[src/rtl/uart_packet_framer_crc16_core_macros.svh]
// Assertion macros shared by the framer modules.
`ifndef UART_PACKET_FRAMER_CRC16_CORE_MACROS_SVH
`define UART_PACKET_FRAMER_CRC16_CORE_MACROS_SVH

// Same-cycle implication, sampled on i_clk, off while i_rst_n is low.
`define UPFC_ASSERT_NOW(label, ante, cons) \
    label: assert property (@(posedge i_clk) disable iff (!i_rst_n) (ante) |-> (cons)) \
        else $error("framer assertion failed");

// Next-cycle implication, sampled on i_clk, off while i_rst_n is low.
`define UPFC_ASSERT_NEXT(label, ante, cons) \
    label: assert property (@(posedge i_clk) disable iff (!i_rst_n) (ante) |=> (cons)) \
        else $error("framer assertion failed");

`endif

[src/rtl/upfc_pkg.sv]
// Shared constants, request descriptor type and CRC-16 byte update for the framer.
package upfc_pkg;

    localparam logic [15:0] CrcPoly   = 16'h1021;
    localparam logic [7:0]  StartByte = 8'h02;
    localparam logic [7:0]  StopByte  = 8'h03;

    typedef struct packed {
        logic        hdr;
        logic [7:0]  len;
        logic [7:0]  data;
        logic        tail;
        logic [15:0] crc;
    } t_run;

    function automatic logic [15:0] crc16_byte(input logic [15:0] crc, input logic [7:0] b);
        logic [15:0] c;
        c = crc ^ {b, 8'h00};
        for (int i = 0; i < 8; i++) begin
            c = c[15] ? ({c[14:0], 1'b0} ^ CrcPoly) : {c[14:0], 1'b0};
        end
        return c;
    endfunction

endpackage

[src/rtl/uart_packet_framer_crc16_core.sv]
// Top level of the short-packet framer with CRC-16 trailer.
//
//  channel  | valid    | stall    | payload
//  ---------+----------+----------+-------------------------------------------
//  input    | i_valid  | o_stall  | i_payload_byte, i_payload_length
//  output   | o_valid  | i_stall  | o_out_byte, o_frame_end, o_run_last
//
// Each request produces 1 to 6 output bytes, one per cycle from the output
// register: 1 for a middle byte, 3 to open a frame, 3 more to close one.
// A new request is taken in the cycle that the last byte of the previous run
// is taken, so middle bytes stream at one per cycle while i_stall is low.
// Reset clears the frame count and CRC; the next request opens a new frame.
// Output stalls hold the current byte and back-pressure the input.

`include "uart_packet_framer_crc16_core_macros.svh"

module uart_packet_framer_crc16_core
    import upfc_pkg::*;
(
    input  logic       i_clk,
    input  logic       i_rst_n,
    input  logic       i_valid,
    output logic       o_stall,
    input  logic [7:0] i_payload_byte,
    input  logic [7:0] i_payload_length,
    output logic       o_valid,
    input  logic       i_stall,
    output logic [7:0] o_out_byte,
    output logic       o_frame_end,
    output logic       o_run_last
);

    typedef enum logic [2:0] {
        PH_START,
        PH_LEN,
        PH_DATA,
        PH_CRCH,
        PH_CRCL,
        PH_STOP
    } t_phase;

    t_run   run;
    t_run   r_run;
    t_phase r_phase;
    t_phase n_phase;
    logic   r_valid;
    logic   take;
    logic   last;
    logic   accept;

    upfc_frame u_frame (
        .i_clk            (i_clk),
        .i_rst_n          (i_rst_n),
        .i_take           (accept),
        .i_payload_byte   (i_payload_byte),
        .i_payload_length (i_payload_length),
        .o_run            (run)
    );

    always_comb begin
        last    = r_run.tail ? (r_phase == PH_STOP) : (r_phase == PH_DATA);
        take    = r_valid && !i_stall;
        o_stall = r_valid && !(take && last);
        accept  = i_valid && !o_stall;

        unique case (r_phase)
            PH_START: n_phase = PH_LEN;
            PH_LEN:   n_phase = PH_DATA;
            PH_DATA:  n_phase = PH_CRCH;
            PH_CRCH:  n_phase = PH_CRCL;
            PH_CRCL:  n_phase = PH_STOP;
            default:  n_phase = PH_STOP;
        endcase

        unique case (r_phase)
            PH_START: o_out_byte = StartByte;
            PH_LEN:   o_out_byte = r_run.len;
            PH_DATA:  o_out_byte = r_run.data;
            PH_CRCH:  o_out_byte = r_run.crc[15:8];
            PH_CRCL:  o_out_byte = r_run.crc[7:0];
            default:  o_out_byte = StopByte;
        endcase

        o_valid     = r_valid;
        o_frame_end = (r_phase == PH_STOP);
        o_run_last  = last;
    end

    always_ff @(posedge i_clk) begin
        if (!i_rst_n) begin
            r_valid <= 1'b0;
            r_phase <= PH_DATA;
        end else if (accept) begin
            r_valid <= 1'b1;
            r_run   <= run;
            r_phase <= run.hdr ? PH_START : PH_DATA;
        end else if (take) begin
            if (last) begin
                r_valid <= 1'b0;
            end else begin
                r_phase <= n_phase;
            end
        end
    end

    `UPFC_ASSERT_NOW(a_end_is_last, o_valid && o_frame_end, o_run_last)
    `UPFC_ASSERT_NOW(a_accept_frees_slot, accept && r_valid, take && last)
    `UPFC_ASSERT_NEXT(a_run_continues, take && !last, o_valid && (r_phase != PH_START))
    `UPFC_ASSERT_NEXT(a_hdr_starts, accept && run.hdr, o_valid && (o_out_byte == StartByte))

endmodule

[src/rtl/upfc_frame.sv]
// Frame tracker: running CRC and byte count, builds the output run of each request.
`include "uart_packet_framer_crc16_core_macros.svh"

module upfc_frame
    import upfc_pkg::*;
(
    input  logic       i_clk,
    input  logic       i_rst_n,
    input  logic       i_take,
    input  logic [7:0] i_payload_byte,
    input  logic [7:0] i_payload_length,
    output t_run       o_run
);

    logic [15:0] r_crc;
    logic [7:0]  r_remaining;
    logic [15:0] n_crc;
    logic [7:0]  n_remaining;
    logic        open_frame;
    logic [7:0]  len_eff;
    logic [7:0]  rem_base;
    logic [15:0] crc_new;

    always_comb begin
        open_frame  = (r_remaining != 8'd0);
        len_eff     = (i_payload_length == 8'd0) ? 8'd1 : i_payload_length;
        rem_base    = open_frame ? r_remaining : len_eff;
        crc_new     = crc16_byte(open_frame ? r_crc : 16'h0000, i_payload_byte);
        n_remaining = rem_base - 8'd1;
        n_crc       = (n_remaining == 8'd0) ? 16'h0000 : crc_new;

        o_run.hdr  = !open_frame;
        o_run.len  = len_eff;
        o_run.data = i_payload_byte;
        o_run.tail = (n_remaining == 8'd0);
        o_run.crc  = crc_new;
    end

    always_ff @(posedge i_clk) begin
        if (!i_rst_n) begin
            r_crc       <= 16'h0000;
            r_remaining <= 8'd0;
        end else if (i_take) begin
            r_crc       <= n_crc;
            r_remaining <= n_remaining;
        end
    end

    `UPFC_ASSERT_NOW(a_idle_crc_clear, r_remaining == 8'd0, r_crc == 16'h0000)
    `UPFC_ASSERT_NEXT(a_tail_closes, i_take && o_run.tail, r_remaining == 8'd0)
    `UPFC_ASSERT_NEXT(a_mid_keeps_open, i_take && !o_run.tail, r_remaining != 8'd0)

endmodule

[config.mk]
export PLATFORM = sky130hd
export DESIGN_NAME = uart_packet_framer_crc16_core
export DESIGN_NICKNAME = d
export VERILOG_FILES = /design/src/rtl/upfc_pkg.sv /design/src/rtl/uart_packet_framer_crc16_core.sv /design/src/rtl/upfc_frame.sv
export VERILOG_INCLUDE_DIRS = /design/src /design/src/rtl
export SDC_FILE = /design/constraint.sdc
export NUM_CORES = 1
export LEC_CHECK = 0
export BUFFER_PORTS_ARGS = -buffer_cell sky130_fd_sc_hd__buf_4
export CAP_MARGIN = 15
export CORE_UTILIZATION = 35
export DETAILED_ROUTE_END_ITERATION = 8
export SYNTH_ARGS = -nofsm -noshare
export SYNTH_HDL_FRONTEND = slang
export SYNTH_HIERARCHICAL = 1
export SYNTH_SLANG_ARGS = --single-unit
export TNS_END_PERCENT = 100
[constraint.sdc]
create_clock -name i_clk -period 7.3 [get_ports i_clk]
set_clock_uncertainty 0.2 [all_clocks]
set_input_delay 0.365 -clock i_clk [delete_from_list [all_inputs] [get_ports i_clk]]
set_output_delay 0.365 -clock i_clk [all_outputs]
set_load 0.02 [all_outputs]
### Yosys cells after proc, flatten, opt, wreduce, memory -nomap -nowiden

Index checks and enable logic that the tools add are counted.

| word-level totals | value |
|---|---|
| register bits | 61 |
| bits in latches | 0 |
| RAM bits | 0 |
| memory bits (read-only) | 0 |
| output and inout bits | 12 |
| word-level logic and storage cells | 62 |
| memories kept | 0 |

| cells by class | value |
|---|---|
| $add $sub $neg | 1 |
| $mul | 0 |
| divide/modulo/power cells | 0 |
| $lt $le $gt $ge | 0 |
| equality and inequality tests | 6 |
| shift operators | 0 |
| mux-type cells | 22 |
| bitwise operators | 9 |
| reduce and logical (&&, ||, !) cells | 16 |

Operators by type and width:

| cell | count |
|---|---|
| $mux 13 | 8 |
| $pmux 8 s5 | 1 |
| $mux 16 | 2 |
| $not 3->3 | 8 |
| $logic_not 8->1 | 2 |
| $mux 8 | 2 |
| $xor 16x16->16 | 1 |
| $pmux 3 s4 | 1 |
| $mux 3 | 3 |
| $reduce_bool 8->1 | 1 |
| $sub 8x1->8 const B | 1 |
| $eq 3x2->1 const B | 2 |
| $eq 3x3->1 const B | 2 |
| $reduce_and 2->1 | 3 |
| $logic_and 1x1->1 | 4 |
| $mux 1 | 4 |
| $reduce_bool 2->1 | 2 |
| $eq 3x1->1 const B | 1 |
| $logic_not 1->1 | 3 |
| $logic_not 3->1 | 1 |
| $mux 2 | 1 |
| $ne 2x1->1 const B | 1 |

### Longest topological paths before layout

| depth | value |
|---|---|
| depth in word-level cells | 20 |
| gate-level depth with buffers | 12 |
| depth with buffers taken out | 10 |

### Modules after synthesis

The synthesis kept the hierarchy.

By module, submodules not included:

| module | instances | cells each | area each (um^2) |
|---|---|---|---|
| upfc_frame | 1 | 204 | 1903.1 |
| uart_packet_framer_crc16_core | 1 | 108 | 1560.2 |

### Worst setup path before layout

No wires, ideal clock.

| path | value |
|---|---|
| path type | reg-to-reg |
| from | reg r_run[16] in the netlist's numbering |
| to | reg r_run[0] in the netlist's numbering (enable) |
| library setup time | 465 ps |
| arrival time | 3424 ps |
| data required time | 6635 ps |
| slack | 3212 ps |
| cell stages (with the launch flop) | 6 |
| path buffers | 0 |
| clock period less this slack | 4088 ps |
| path through | edfxtp_1 -> nor4b_4 -> a31oi_1 -> o21ai_2 -> inv_2 -> nor3_1 |

| on the way | value |
|---|---|
| longest elaborated chain between the ends | 7 |

Ends and longest elaborated chain:

| item | RTL line | text |
|---|---|---|
| from (decl) | uart_packet_framer_crc16_core.sv:43 | `t_run r_run;` |
| from (signal assigned) | uart_packet_framer_crc16_core.sv:95 | `r_run <= run;` |
| $mux 1 | uart_packet_framer_crc16_core.sv:61 | `last = r_run.tail ? (r_phase == PH_STOP) : (r_phase == PH_DATA);` |
| $logic_and 1x1->1 | uart_packet_framer_crc16_core.sv:63 | `o_stall = r_valid && !(take && last);` |
| $logic_not 1->1 | uart_packet_framer_crc16_core.sv:63 |  |
| $logic_and 1x1->1 | uart_packet_framer_crc16_core.sv:63 |  |
| named net o_stall | uart_packet_framer_crc16_core.sv:23 | `output logic o_stall,` |
| $logic_not 1->1 | uart_packet_framer_crc16_core.sv:64 | `accept = i_valid && !o_stall;` |
| $logic_and 1x1->1 | uart_packet_framer_crc16_core.sv:64 |  |
| $reduce_and 2->1 (no source line) | - |  |

The timed path passes the listed nets, and every way through them passes these cells.
A chain may end at the register's enable or synchronous reset.

### Worst setup path in the final report

| path | value |
|---|---|
| from | reg u_frame.r_remaining[5] |
| to | reg u_frame.r_crc[5] |

| on the way | value |
|---|---|
| elaborated cells on any way between the ends | 17 |

RTL lines:

| item | RTL line | text |
|---|---|---|
| from (decl) | upfc_frame.sv:16 | `logic [7:0] r_remaining;` |
| from (signal assigned) | upfc_frame.sv:45 | `r_remaining <= n_remaining;` |
| $reduce_bool 8->1 | upfc_frame.sv:25 | `open_frame = (r_remaining != 8'd0);` |
| $mux 8 | upfc_frame.sv:27 | `rem_base = open_frame ? r_remaining : len_eff;` |
| $sub 8x1->8 | upfc_frame.sv:29 | `n_remaining = rem_base - 8'd1;` |
| named net u_frame.n_remaining[0] | upfc_frame.sv:18 | `logic [7:0] n_remaining;` |
| $logic_not 8->1 | upfc_frame.sv:30 | `n_crc = (n_remaining == 8'd0) ? 16'h0000 : crc_new;` |
| $mux 16 | upfc_frame.sv:30 |  |
| to (signal assigned) | upfc_frame.sv:44 | `r_crc <= n_crc;` |
| to (decl) | upfc_frame.sv:15 | `logic [15:0] r_crc;` |

The timed path passes the listed nets, and every way through them passes these cells.

==> results.md <==
* Drt drc at 0
* Hold Slack at between 0.02 and 0.025 ns
* Most frequent cells in the layout: 33 x buf_4, 33 x edfxtp_1, 28 x dfxtp_1
* Routed wire length at ~7.4 mm
* Num Clock Sinks at 61
* H-tree depth at 3
* Yosys warning count at 6
* Place WS at around 3.8 ns
* HPWL after DPL at roughly 5.2 mm
* Cell count after synthesis at 312
* Final slew viol count at 0
* Vias at 2317
* Largest net degree at the start of global routing at 34
* Max_slew headroom at a little over a third
* CTS Buf Count at 9
* Setup tns final at 0 ns
* Crit Path Class: reg -> reg
* TritonRoute pass-1 iters at 4
* Final core occ at roughly 40%
* Die width at ~100 µm
* Worst path slowest cell: dfxtp_1
* Endpoint class of the critical path: flop
* Routed Antenna Nets at 0
* Postcts setup bufs at 0
* Final Cell Area at 0.003805 mm²
* Finished Layout Cells at between 400 and 500
* Required time of the critical path at roughly 7.3 ns
* Minimum clock period at roughly 3.6 ns
* Power Density at around 300 mW/mm²
* Status: finished, final reports clean
* Clk root buf: clkbuf_8
* Gr ovfl total at 0
* Pleak at ~1.4 nW
* First-pass GRT wire length at approximately 12 mm
* Clk_lat worst skew at 0.34 ns
* Final RePlAce weighted congestion at 0.8875
* Yosys cell types at 63
* Synth async-reset ratio at 0%
* MaxCap Viol Count at 0
* Mapped Avg Cell Area at around 11 µm²
* Share of cells above drive strength 1 at a little over a quarter
* Tot Pwr at 1.129 mW
* Main synth FF type: edfxtp_1
* Max Clk Rate at roughly 280 MHz
* Global-route usage over all layers at between 10% and 20%
* Number of instances in the placed design at ~440
* Initial core utilization at between 30% and 40%
* Antenna Cells at 0
* Die area at approximately 0.010 mm²
* NumNets Final at ~350
* Flop-to-flop setup slack at 3.67 ns
* Post-CTS sizing at 0
* RSZ-0062 raised after global routing: false
* Row cnt at 35
* Maximum root-to-sink buffer count at 2
* Chip Height at about 100 µm
* Flops & latches, synth at slightly above 60
* Dpl cell area at ~0.0037 mm²
* Setup-failing EPs final at 0
* Post-synth EDFFs at 33
* Crit path DAT at approximately 3.7 ns
* Layout area overhead at 9.863%
* CTS tree: done
* CTS Hold Bufs at 0
* Seq/Total Area, Yosys at around 45%
* Number of global-route vias before repair at around 2200
* Final hold viol count at 0
* VDD IR-drop max at approximately 0.076 mV
* Post-Synthesis Cell Area at around 0.0035 mm²
* Iter 0 DRT Violations at roughly 190
* CORE AREA at around 0.0094 mm²
* Avg WL per Cell at 16.14 µm
* Slew @ Worst Pin at between 0.9 and 1 ns
* Worst setup margin at roughly 3.7 ns
* Clk slew on worst S/H paths at roughly 0.07 ns
* DR vias/cell at 5.048
* I/O Buffers at 31
* CP startpoint kind: flop
* Fin crit share at about half
* Worst-path maximum fanout at 17
* Post-Syn Nets at between 300 and 400
* IO Pins at 32
* Initial antenna violation count at 0
* Worst Hold Class: in -> reg
* Crit-path cells: nor3_1 > nand3_1 > inv_2 > a21oi_1 > ha_1 > nor3b_1 > o21ai_0 > a32oi_2 > nand4b_4 > a32o_1
* Max stage delay on crit path at 0.47 ns
-- cell type report --
class | count | area [µm²]
flip-flops and latches | 61 | 1551
repair buffers | 33 | 247.7
multi-input cells | 208 | 1647
inverters | 12 | 45.04
well taps | 129 | 161.4
fillers | 931 | 5610
clock buffers | 13 | 138.9
clock inverters | 3 | 13.76
-- cells by family after synthesis --
| group | after synthesis | share of synthesized area, % |
|---|---|---|
| buf+inv | 43 | 7.803 |
| flops | 61 | 44.80 |
| simple gates | 94 | 16.40 |
| mux | 10 | 3.107 |
| xor+xnor | 36 | 10.08 |
| fa+ha+maj | 2 | 0.7224 |
| compound gates | 66 | 17.09 |
-- power breakdown --
part	internal, mW	switching (mW)
Combinational	0.178	0.234
Clock	0.121	0.127
Sequential	0.429	0.0409
-- path summary, 6_finish.rpt --
kind	from	endpoint	cells past startpoint
worst max-delay path	u_frame/r_remaining[5]	u_frame/r_crc[5]	10
worst min register to register	u_frame/r_remaining[7]	u_frame/r_remaining[7]	2
worst max register to register	u_frame/r_remaining[5]	u_frame/r_crc[5]	10
worst min-delay path	i_payload_byte[2]	r_run[19]	1
-- sequential cells by signal, summed over array words and instances, names as in the netlist --
signal / cells
r_phase: 3
o_valid: 1
u_frame/r_crc: 16
u_frame/r_remaining: 8
r_run: 33
-- routing by layer --
metal,track usage [%],wire length (µm),vias up
met5,0,0,-
met4,7.358,137,0
met3,3.313,317,12
met2,24.12,3278,58
met1,21.75,3677,1109
li1,-,-,1138
-- critical path, delay by kind of cell, from the launching register on --
kind	cells	cell delay, ns
buf+inv	1	0.26
fa+ha+maj	1	0.24
flops	1	0.47
simple gates	4	1.23
compound gates	4	1.09
-- synthesized netlist by cell type, types with 8 or more instances --
library cell	number	area share, %
edfxtp_1	33	29
dfxtp_1	28	16
nand2_1	26	2.8
xnor2_1	24	6.1
nor2_1	19	2.1
a32o_1	16	4.6
buf_4	11	2.4
nor2b_1	11	2.0
clkbuf_1	10	1.1
o21ai_0	10	1.4
inv_1	9	0.98
xor2_1	9	2.3
a22oi_1	8	1.7
and2b_2	8	2.0
(Power assumes the default switching activity.)
